## src/wam_pkg.sv

```systemverilog
// wam_pkg: shared constants and codes for the weighted adjacency matrix block
// no dependencies
`default_nettype none

package wam_pkg;

	// table geometry
	localparam int MAX_VERTICES = 8;
	localparam int WEIGHT_BITS  = 16;
	localparam int TABLE_SIZE   = MAX_VERTICES * MAX_VERTICES;
	localparam int ADDR_W       = $clog2(TABLE_SIZE);
	localparam int ROW_W        = $clog2(MAX_VERTICES);

	// field widths
	localparam int VTX_W    = 8;
	localparam int IN_W_W   = 16;
	localparam int OUT_W_W  = 16;
	localparam int NB_W     = 4;
	localparam int STAT_W   = 2;
	localparam int COUNT_W  = 4;
	localparam int EDGE_W   = 6;
	localparam int CFG_W    = 6;
	localparam int CFG_IDX_W = 1;

	// opcodes
	localparam logic OP_LIST   = 1'b0;
	localparam logic OP_MODIFY = 1'b1;

	// result status codes
	localparam logic [STAT_W-1:0] STAT_NEIGHBOR = 2'd0;
	localparam logic [STAT_W-1:0] STAT_EMPTY    = 2'd1;
	localparam logic [STAT_W-1:0] STAT_INVALID  = 2'd2;

	// register indexes, reset values and the edge total limit
	localparam logic [CFG_IDX_W-1:0] REG_VERTEX_COUNT = 1'd0;
	localparam logic [CFG_IDX_W-1:0] REG_MAX_EDGES    = 1'd1;
	localparam logic [COUNT_W-1:0]   VERTEX_COUNT_RST = 4'd6;
	localparam logic [EDGE_W-1:0]    MAX_EDGES_RST    = 6'd21;
	localparam logic [EDGE_W-1:0]    EDGE_TOTAL_MAX   = 6'd63;

	// saturation limits for stored weights
	localparam longint W_HI_L = (longint'(1) << (WEIGHT_BITS - 1)) - 1;
	localparam logic signed [32:0] W_HI = 33'(W_HI_L);
	localparam logic signed [32:0] W_LO = 33'(-W_HI_L - 1);

endpackage

`default_nettype wire

```

## src/weighted_adjacency_matrix.sv

```systemverilog
// weighted_adjacency_matrix: symmetric weight table with edge counter, list and modify
// depends on wam_pkg
// list: busy through the scan of the n active vertices, a drain and a finish state, one table read per cycle
// from the weight memory's read port; results come as neighbors are found, last one after the scan
// modify: busy through states RD_A, RD_B, CHECK and WR_B (two reads, then up to two writes), no result
// invalid vertex: not busy, the status result appears the cycle after acceptance
// reset clears the table at once through per-entry valid bits, edge count to zero,
// registers to their defaults; results cannot be stalled by the receiver
`default_nettype none

module weighted_adjacency_matrix import wam_pkg::*; (
	input  wire logic                        clk,
	input  wire logic                        arst_n,
	input  wire logic                        start,
	output logic                             busy,
	input  wire logic                        opcode,
	input  wire logic [VTX_W-1:0]            src_vertex,
	input  wire logic [VTX_W-1:0]            dst_vertex,
	input  wire logic signed [IN_W_W-1:0]    edge_weight,
	output logic                             result_strobe,
	output logic [STAT_W-1:0]                status,
	output logic [NB_W-1:0]                  neighbor,
	output logic signed [OUT_W_W-1:0]        neighbor_weight,
	output logic                             last,
	input  wire logic                        cfg_wr_en,
	input  wire logic [CFG_IDX_W-1:0]        cfg_index,
	input  wire logic [CFG_W-1:0]            cfg_wdata
);

	// sequencer states
	localparam logic [2:0] ST_IDLE   = 3'd0;
	localparam logic [2:0] ST_SCAN   = 3'd1;
	localparam logic [2:0] ST_DRAIN  = 3'd2;
	localparam logic [2:0] ST_FINISH = 3'd3;
	localparam logic [2:0] ST_RD_A   = 3'd4;
	localparam logic [2:0] ST_RD_B   = 3'd5;
	localparam logic [2:0] ST_CHECK  = 3'd6;
	localparam logic [2:0] ST_WR_B   = 3'd7;

	function automatic logic [ADDR_W-1:0] cell_addr(input logic [ROW_W-1:0] r,
		input logic [ROW_W-1:0] c);
		return ADDR_W'(r) * ADDR_W'(MAX_VERTICES) + ADDR_W'(c);
	endfunction

	function automatic logic vertex_ok(input logic [VTX_W-1:0] v, input logic [VTX_W-1:0] act);
		return (v != '0) && (v <= act);
	endfunction

	function automatic logic signed [WEIGHT_BITS-1:0] sat_weight(
		input logic signed [IN_W_W-1:0] w);
		logic signed [32:0] wx;
		wx = 33'(w);
		if (wx > W_HI) return WEIGHT_BITS'(W_HI);
		if (wx < W_LO) return WEIGHT_BITS'(W_LO);
		return WEIGHT_BITS'(wx);
	endfunction

	function automatic logic [OUT_W_W-1:0] out_weight(input logic signed [WEIGHT_BITS-1:0] w);
		logic signed [31:0] t;
		t = 32'(w);
		return t[OUT_W_W-1:0];
	endfunction

	function automatic logic [NB_W-1:0] col_to_nb(input logic [ROW_W-1:0] c);
		logic [VTX_W-1:0] i;
		i = VTX_W'(c) + VTX_W'(1);
		return i[NB_W-1:0];
	endfunction

	logic [2:0]                    state_q;
	logic [COUNT_W-1:0]            vertex_count_q;
	logic [EDGE_W-1:0]             max_edges_q;
	logic [EDGE_W-1:0]             edge_total_q;
	logic [ROW_W-1:0]              row_q;
	logic [ROW_W-1:0]              col_q;
	logic signed [WEIGHT_BITS-1:0] wt_q;
	logic                          a_nz_q;
	logic                          wr_q;
	logic                          pend_q;
	logic [NB_W-1:0]               pend_nb_q;
	logic signed [WEIGHT_BITS-1:0] pend_w_q;

	// weight memory and per-entry valid bits
	logic signed [WEIGHT_BITS-1:0] mem [TABLE_SIZE];
	logic [TABLE_SIZE-1:0]         valid_q;
	logic signed [WEIGHT_BITS-1:0] rd_data_s1;
	logic                          rd_ok_s1;
	logic                          live_s1;
	logic [ROW_W-1:0]              col_s1;

	logic [VTX_W-1:0]              active;
	logic [ROW_W-1:0]              last_col;
	logic                          accept;
	logic                          in_ok;
	logic [ADDR_W-1:0]             rd_addr;
	logic                          mem_we;
	logic [ADDR_W-1:0]             wr_addr;
	logic signed [WEIGHT_BITS-1:0] rd_val;
	logic                          found;
	logic                          exists;
	logic                          do_del;
	logic                          do_add;
	logic                          do_wr;

	logic                          emit;
	logic [STAT_W-1:0]             e_status;
	logic [NB_W-1:0]               e_nb;
	logic signed [WEIGHT_BITS-1:0] e_w;
	logic                          e_last;

	// active vertex count, clipped to the table
	always_comb begin
		if (VTX_W'(vertex_count_q) > VTX_W'(MAX_VERTICES)) begin
			active = VTX_W'(MAX_VERTICES);
		end else begin
			active = VTX_W'(vertex_count_q);
		end
	end

	assign last_col = ROW_W'(active - VTX_W'(1));
	assign busy     = (state_q != ST_IDLE);
	assign accept   = start && !busy;
	assign in_ok    = vertex_ok(src_vertex, active)
		&& ((opcode == OP_LIST) || vertex_ok(dst_vertex, active));
	assign rd_val   = rd_ok_s1 ? rd_data_s1 : '0;
	assign found    = live_s1 && (rd_val != '0);

	// modify decision, taken when the mirror entry arrives
	assign exists = a_nz_q && (rd_val != '0);
	assign do_del = exists && (wt_q == '0) && (edge_total_q != '0);
	assign do_add = !exists && (wt_q != '0) && (edge_total_q < max_edges_q)
		&& (edge_total_q < EDGE_TOTAL_MAX);
	assign do_wr  = do_add || (exists && ((wt_q != '0) || do_del));

	// memory address selection
	always_comb begin
		rd_addr = cell_addr(row_q, col_q);
		wr_addr = cell_addr(row_q, col_q);
		mem_we  = 1'b0;
		case (state_q)
			ST_RD_B: begin
				rd_addr = cell_addr(col_q, row_q);
			end
			ST_CHECK: begin
				mem_we = do_wr;
			end
			ST_WR_B: begin
				wr_addr = cell_addr(col_q, row_q);
				mem_we  = wr_q;
			end
			default: begin
			end
		endcase
	end

	// weight memory, registered read
	always_ff @(posedge clk) begin
		if (mem_we) begin
			mem[wr_addr] <= wt_q;
		end
		rd_data_s1 <= mem[rd_addr];
	end

	// valid bits: an entry never written reads as zero
	always_ff @(posedge clk or negedge arst_n) begin
		if (!arst_n) begin
			valid_q  <= '0;
			rd_ok_s1 <= 1'b0;
		end else begin
			if (mem_we) begin
				valid_q[wr_addr] <= 1'b1;
			end
			rd_ok_s1 <= valid_q[rd_addr];
		end
	end

	// result selection
	always_comb begin
		emit     = 1'b0;
		e_status = STAT_NEIGHBOR;
		e_nb     = '0;
		e_w      = '0;
		e_last   = 1'b0;
		if (accept && !in_ok) begin
			emit     = 1'b1;
			e_status = STAT_INVALID;
			e_last   = 1'b1;
		end else if (state_q == ST_FINISH) begin
			emit = 1'b1;
			e_last = 1'b1;
			if (pend_q) begin
				e_nb = pend_nb_q;
				e_w  = pend_w_q;
			end else begin
				e_status = STAT_EMPTY;
			end
		end else if (found && pend_q) begin
			emit = 1'b1;
			e_nb = pend_nb_q;
			e_w  = pend_w_q;
		end
	end

	// output registers
	always_ff @(posedge clk or negedge arst_n) begin
		if (!arst_n) begin
			result_strobe <= 1'b0;
		end else begin
			result_strobe <= emit;
		end
	end

	always_ff @(posedge clk) begin
		if (emit) begin
			status          <= e_status;
			neighbor        <= e_nb;
			neighbor_weight <= out_weight(e_w);
			last            <= e_last;
		end
	end

	// configuration registers
	always_ff @(posedge clk or negedge arst_n) begin
		if (!arst_n) begin
			vertex_count_q <= VERTEX_COUNT_RST;
			max_edges_q    <= MAX_EDGES_RST;
		end else if (cfg_wr_en) begin
			case (cfg_index)
				REG_VERTEX_COUNT: vertex_count_q <= cfg_wdata[COUNT_W-1:0];
				REG_MAX_EDGES:    max_edges_q    <= cfg_wdata[EDGE_W-1:0];
				default: begin
				end
			endcase
		end
	end

	// sequencer
	always_ff @(posedge clk or negedge arst_n) begin
		if (!arst_n) begin
			state_q      <= ST_IDLE;
			edge_total_q <= '0;
			pend_q       <= 1'b0;
			live_s1      <= 1'b0;
			wr_q         <= 1'b0;
		end else begin
			live_s1 <= (state_q == ST_SCAN);
			if (found) begin
				pend_q <= 1'b1;
			end
			case (state_q)
				ST_IDLE: begin
					if (accept && in_ok) begin
						pend_q <= 1'b0;
						if (opcode == OP_LIST) begin
							state_q <= ST_SCAN;
						end else begin
							state_q <= ST_RD_A;
						end
					end
				end
				ST_SCAN: begin
					if (col_q == last_col) begin
						state_q <= ST_DRAIN;
					end
				end
				ST_DRAIN: begin
					state_q <= ST_FINISH;
				end
				ST_FINISH: begin
					state_q <= ST_IDLE;
				end
				ST_RD_A: begin
					state_q <= ST_RD_B;
				end
				ST_RD_B: begin
					state_q <= ST_CHECK;
				end
				ST_CHECK: begin
					wr_q <= do_wr;
					if (do_add) begin
						edge_total_q <= edge_total_q + EDGE_W'(1);
					end else if (do_del) begin
						edge_total_q <= edge_total_q - EDGE_W'(1);
					end
					state_q <= ST_WR_B;
				end
				ST_WR_B: begin
					state_q <= ST_IDLE;
				end
				default: begin
					state_q <= ST_IDLE;
				end
			endcase
		end
	end

	// item registers and scan column
	always_ff @(posedge clk) begin
		col_s1 <= col_q;
		if (found) begin
			pend_nb_q <= col_to_nb(col_s1);
			pend_w_q  <= rd_val;
		end
		case (state_q)
			ST_IDLE: begin
				row_q <= ROW_W'(src_vertex - VTX_W'(1));
				if (opcode == OP_LIST) begin
					col_q <= '0;
				end else begin
					col_q <= ROW_W'(dst_vertex - VTX_W'(1));
				end
				wt_q <= sat_weight(edge_weight);
			end
			ST_SCAN: begin
				if (col_q != last_col) begin
					col_q <= col_q + ROW_W'(1);
				end
			end
			ST_RD_B: begin
				a_nz_q <= (rd_val != '0);
			end
			default: begin
			end
		endcase
	end

endmodule

`default_nettype wire

```

## config.mk

```make
export PLATFORM = sky130hd
export DESIGN_NAME = weighted_adjacency_matrix
export DESIGN_NICKNAME = d
export VERILOG_FILES = /design/src/wam_pkg.sv /design/src/weighted_adjacency_matrix.sv
export SDC_FILE = /design/constraint.sdc
export NUM_CORES = 2
export LEC_CHECK = 0
export BUFFER_PORTS_ARGS = -buffer_cell sky130_fd_sc_hd__buf_2
export CAP_MARGIN = 20
export CORE_MARGIN = 2
export CORE_UTILIZATION = 62
export CTS_CLUSTER_DIAMETER = 50
export DETAILED_ROUTE_END_ITERATION = 8
export GPL_ROUTABILITY_DRIVEN = 0
export PLACE_DENSITY = 0.89
export SLEW_MARGIN = 40
export SYNTH_ARGS = -nofsm -noshare
export SYNTH_HDL_FRONTEND = slang
export SYNTH_SLANG_ARGS = --single-unit
```

## constraint.sdc

```tcl
create_clock -name clk -period 5.5 [get_ports clk]
set_input_delay 0.55 -clock clk [delete_from_list [all_inputs] [get_ports clk]]
set_output_delay 0.55 -clock clk [all_outputs]
set_load 0.005 [all_outputs]
```

Yosys cells after proc, flatten, opt, wreduce, memory -nomap -nowiden:

Memories as Yosys holds them, arrays and structs flattened. A register that Yosys moved wholly into a read port is not among the register bits.
Index checks and enable logic that the tools add are counted.

* memory bits (writable): 1024
* bits of input ports: 44
* memories kept: 1
* output and inout bits: 25
* flip-flop bits (word level): 157

* add/subtract/negate cells: 9
* eq/ne operators: 12
* bitwise gates (word level): 4
* mux-type cells: 43
* reduce and logical (&&, ||, !) cells: 39
* magnitude comparators: 10

Memories
* mem: words 64, bits a word 16, rd ports 1, clocked after Yosys merged registers in 1, write ports 1, line weighted_adjacency_matrix.sv:84 `logic signed [WEIGHT_BITS-1:0] mem [TABLE_SIZE];`

Operators by type and width (number)
* two-way mux 16 bit: 8
* bitwise OR 64 bit: 1
* nonzero test 16 bit: 2
* two-way mux 6 bit: 4
* case mux 3 bit (7 select lines): 1
* two-way mux 1 bit: 17
* > comparator 16 bit (second input constant): 1
* <= comparator 8 x 4 -> 1 bit: 2
* logical AND 1 bit: 16
* zero test 16 bit: 1
* less-than comparator 16 bit (second input constant): 1
* two-way mux 4 bit: 4
* nonzero test 8 bit: 2
* two-way mux 3 bit: 5
* less-than comparator 6 x 7 -> 1 bit (second input constant): 2
* adder 6 x 3 -> 6 bit: 2
* equality test 3 bit (second input constant): 4
* AND reduction 2 bit: 5
* subtractor 3 x 1 -> 3 bit (second input constant): 3
* adder 6 x 1 -> 6 bit (second input constant): 1
* binary-select mux 1 bit (select 6 bit): 1
* demux 1 bit (select 6 bit): 1
* equality test 3 x 2 -> 1 bit (second input constant): 2
* greater-or-equal comparator 6 x 1 -> 1 bit (second input constant): 1
* other kinds (21): 30

Logic depth before layout (Yosys ltp):

* depth after elaboration: 11
* gate-level depth with buffers: 15

Worst setup path before layout:

Ideal clock, no wire load.

* path type: register -> register
* from: register wt_q[2]
* to: memory mem[38][0], enable pin
* clock period less this slack: 3.906 ns
* arrival time: 3.496 ns
* path slack: 1.594 ns
* data required time: 5.091 ns
* stages on the path, launching flop included: 8
* library setup time: 0.409 ns
* cells stage by stage: edfxtp_1 > nor4_1 > and4_1 > a221o_1 > and2_1 > clkbuf_1 > clkbuf_1 > nor3_1

* word-level cells in the longest chain between the ends: 9

Ends and longest elaborated chain
* from (decl): line weighted_adjacency_matrix.sv:76 `logic signed [WEIGHT_BITS-1:0] wt_q;`
* from (signal assigned): line weighted_adjacency_matrix.sv:312 `wt_q <= sat_weight(edge_weight);`
* zero test 16 bit: line weighted_adjacency_matrix.sv:130 `assign do_del = exists && (wt_q == '0) && (edge_total_q != '0);`
* logical AND 1 bit (2 in series): line weighted_adjacency_matrix.sv:130
* logical OR 1 bit: line weighted_adjacency_matrix.sv:133 `assign do_wr = do_add || (exists && ((wt_q != '0) || do_del));`
* logical AND 1 bit: line weighted_adjacency_matrix.sv:133
* logical OR 1 bit (*): line weighted_adjacency_matrix.sv:133
* case mux 1 bit (2 select lines) (*): line weighted_adjacency_matrix.sv:140 `case (state_q)`
* two-way mux 1 bit (*): line weighted_adjacency_matrix.sv:158 `if (mem_we) begin`
* two-way mux 1 bit (implied by the code) (*): line weighted_adjacency_matrix.sv:159 `mem[wr_addr] <= wt_q;`
* to (decl): line weighted_adjacency_matrix.sv:84

Mark *: on every way between the ends. The rest lies on a longest branch, timed or not.

Final worst setup path:

* from: register state_q[1]
* to: register rd_data_s1[2] (read register of mem)

* word-level cells in the longest chain between the ends: 2

Ends and longest elaborated chain
* from (decl): line weighted_adjacency_matrix.sv:70 `logic [2:0] state_q;`
* from (signal assigned): line weighted_adjacency_matrix.sv:240 `state_q <= ST_IDLE;`
* from (signal assigned): line weighted_adjacency_matrix.sv:255 `state_q <= ST_SCAN;`
* from (signal assigned): line weighted_adjacency_matrix.sv:257 `state_q <= ST_RD_A;`
* equality test 3 bit: line weighted_adjacency_matrix.sv:140
* two-way mux 6 bit: line weighted_adjacency_matrix.sv:140
* to (decl): line weighted_adjacency_matrix.sv:86 `logic signed [WEIGHT_BITS-1:0] rd_data_s1;`

Every way passes these cells.
A chain may end at the register's enable or synchronous reset.

==> reports/summary.md <==
In this run the worst path has a maximum fanout of 31. The worst hold path stage count was 1. The clock sink count came out at 1197. From left edge to right edge, the die measures 278 um. The max-slew headroom at the worst pin is -0.0354, and the flop and latch count out of synthesis is 1197. The number of warnings reported in the yosys synthesis log is 0. TritonCTS created 111 clock buffers. Of all cell types, the one taking the most synthesized area is edfxtp_1. The net count of the finished layout is 2816. Maximum vdd ir drop: 0.424 mV. Relative to the synthesized area, the layout overhead comes to 12.7%. After filler insertion, the fill cell instance count of the layout stands at 3772. The count of nets left with antenna violations once routing finished came out at 0.

Sorting the synthesized cells by how often they occur yields edfxtp_1 (1090), nand2_1 (253), mux4_2 (136), mux2i_1 (113), clkbuf_1 (103). The power per unit of standard cell area came out at 538 nW/um2. After the flow finishes, the layout carries non-filler instances totaling 3815. Setup repair after global routing left no endpoint under its margin. After detailed routing, the number of remaining DRC violations is 2. The run finished, with violations left. Port buffering added 68 buffers.

The number of global-route vias before repair was 27700; the initial detailed-routing violation count was 5628. For this block, the via count after detailed routing is 28700. The number of different library cells used by synthesis comes to 62. Post-CTS setup buffer count: 0. After technology mapping, the gate count stands at 2617. TritonCTS built the clock tree. The post-layout minimum cycle time was 4820 ps.

The die extent in y is 278 um, and the mean number of vias per cell is 7.51. Setup violations remaining at the end of the flow were counted as 0. Kind of start point of the critical path: a flop. The number of gates resized after CTS was 0.

The tools report the sequential cell area fraction in the yosys report as 0.757. The H-tree level count came out at 3. The logs give 5320 ps for the worst endpoint data arrival time and 0 ps for the setup TNS after final layout. The later-pin clock latency in the skew report is 720 ps, and the clock-pin slew on the worst setup and hold paths is 60 ps. The core region is 74400 um2. In the post-synthesis netlist, the biggest area contributors are edfxtp_1 (70%), mux4_2 (6.6%), dfrtp_1 (4.5%). At the worst endpoint, the required time is 6000 ps. The post-route clock skew is 33.7 ps, and the number of ports placed on the die boundary is 69. Yosys instantiated no cell more often than edfxtp_1. The final count of hold timing violations was 0; the number of flops mapped to enable cells by yosys was 1090.

In the synthesized netlist the dominant register cell turns out to be edfxtp_1. The tools report the static leakage as 17.8 nW. The logs give 10 for the initial antenna violation count and 3 for the maximum buffer depth of the clock tree. Number of placed instances with taps included: 3595. The class of the most critical setup path was flop to flop.

The tools report the total detailed-routing wirelength as 138000 um. The tools report the initial core utilization as 0.627. The detail-routed net length per standard cell is 36.3 um, and the transition time of the tightest slew-check pin is 1540 ps. The number of max-cap violations was 1; the count of TritonRoute iterations in the first routing pass was 9.

For the area of the die, the log shows 77500 um2. After synthesis the cells add up to 46700 um2. The HPWL after detailed placement came out at 72500 um. The proportion of layout cells with a drive suffix above 1 works out to 0.221. The area share of the largest cell type after synthesis works out to 0.701. The synthesized area per cell came out at 17.8 um2.

Entering global routing, the biggest net connects 127 pins. Type of destination of the critical path: a flop. When the netlist entered floorplanning its net count stood at 2690. The number of cells on the worst reg-to-reg path is 9, and the number of max-slew violations in the final report is 2.

The tools report the total congestion overflow as 0. For the first-pass GRT wire length, the log shows 194000 um. Clock tree synthesis selected as its root buffer the cell clkbuf_16.

The maximum operating frequency came out at 208 MHz. The final reports fail on design-rule violations, max-capacitance violations, max-slew violations. The total global routing track utilization is 0.350, and the fraction of the cycle the final worst path needs is 0.876. The async set-or-reset flop fraction in the synthesized netlist works out to 0.0735.

The path category of the worst min-delay check was input pin to flop. For the site row count, the log shows 100.
## kinds of logic (layout without fill, tap and decap cells)
family,after synthesis,count (layout),synth area share
simple gates,532,532,0.0528
buf+inv,186,410,0.0177
fa+ha+maj,29,29,0.00794
flops,1197,1197,0.757
compound gates,395,395,0.0686
xor+xnor,13,13,0.00244
mux,265,265,0.0937
other cells,0,5,0
## critical path: stages (launching register included)
cell and delay, ps:
dfrtp_1 430, inv_1 120, ha_1 430, a21bo_1 290
and2_4 650, buf_4 370, mux4_2 540, a22o_1 280
a211oi_1 1230, nand4_1 220
## power breakdown
part           internal (mW)  switching [mW]  leakage, nW  total [mW]
sequential              11.0           0.466         11.2        11.5
combinational           2.87            6.06         4.84        8.93
clock                   4.48            3.45         1.80        7.93
total                   18.3            9.98         17.8        28.3
## final cells by class
type,count,area (um2),area share
Sequential cell,1197,35300,0.671
Multi-Input combinational cell,1234,11000,0.210
Clock buffer,150,3020,0.0573
Timing Repair Buffer,174,1230,0.0234
Tap cell,969,1210,0.0230
Clock inverter,61,691,0.0131
Inverter,25,96.3,0.00183
Antenna cell,5,12.5,0.000238
## layer usage
layer / track usage / routed length, um
met1: 0.433 / 42400
met3: 0.149 / 23900
met4: 0.170 / 9550
met5: 0.00125 / 233
met2: 0.537 / 62300
## layout by cell type, fill, tap and decap left out, types with 18 or more instances in the layout
cell type	synthesis	routed
edfxtp_1	1090	1090
nand2_1	253	252
mux4_2	136	136
clkbuf_16	0	114
mux2i_1	113	111
buf_4	12	93
dfrtp_1	83	83
o221ai_1	67	67
buf_2	29	67
a211oi_1	70	65
nor3_2	0	53
a32o_1	51	51
a31o_2	47	47
nand3_1	45	44
and2_1	43	40
nor2_1	41	34
clkbuf_1	103	32
ha_1	28	28
nor2b_1	25	25
inv_1	24	23
nand4_1	21	21
a31oi_1	19	19
a22o_1	19	19
a21o_1	19	19
dfxtp_1	19	19
clkinv_1	0	18
## sequential cells by signal, indices dropped and copies added (netlist names), 2 cells and up
| register | cells |
|---|---|
| edge_total_q | 6 |
| col_q | 3 |
| row_q | 3 |
| vertex_count_q | 4 |
| pend_w_q | 16 |
| status | 2 |
| pend_nb_q | 4 |
| wt_q | 16 |
| max_edges_q | 6 |
| rd_data_s1 | 16 |
| neighbor_weight | 16 |
| mem | 1024 |
| valid_q | 64 |
| state_q | 3 |
| neighbor | 4 |
| col_s1 | 3 |
## worst paths after layout
check	slack [ps]	start	endpoint
min reg2reg	460	valid_q[23]	valid_q[23]
min	30	edge_weight[0]	wt_q[0]
max	680	state_q[1]	rd_data_s1[2]
max in group asynchronous	4280	arst_n	valid_q[52]
max reg2reg	680	state_q[1]	rd_data_s1[2]
min in group asynchronous	270	arst_n	pend_q
## metrics by stage
step | total power, mW | hold slack (ps) | setup WS (ps) | util | area, um2
after floorplan | 16.8 | 254 | 1590 | - | 46700
after global placement | 19.1 | 439 | 1200 | 0.654 | 48700
after detailed placement | 19.6 | 444 | 970 | 0.655 | 48800
after CTS | 27.7 | 15.6 | 872 | 0.705 | 52500
after global routing | 28.7 | 27.5 | 530 | 0.707 | 52600
final | 28.3 | 31.3 | 684 | 0.707 | 52600
## timing repair
action	4_1_cts	5_1_grt
endpoints found under the setup margin	0	0
hold buffers	1	0
endpoints found under the hold margin	20	0
No activity file was read; power rests on OpenSTA's default activity.
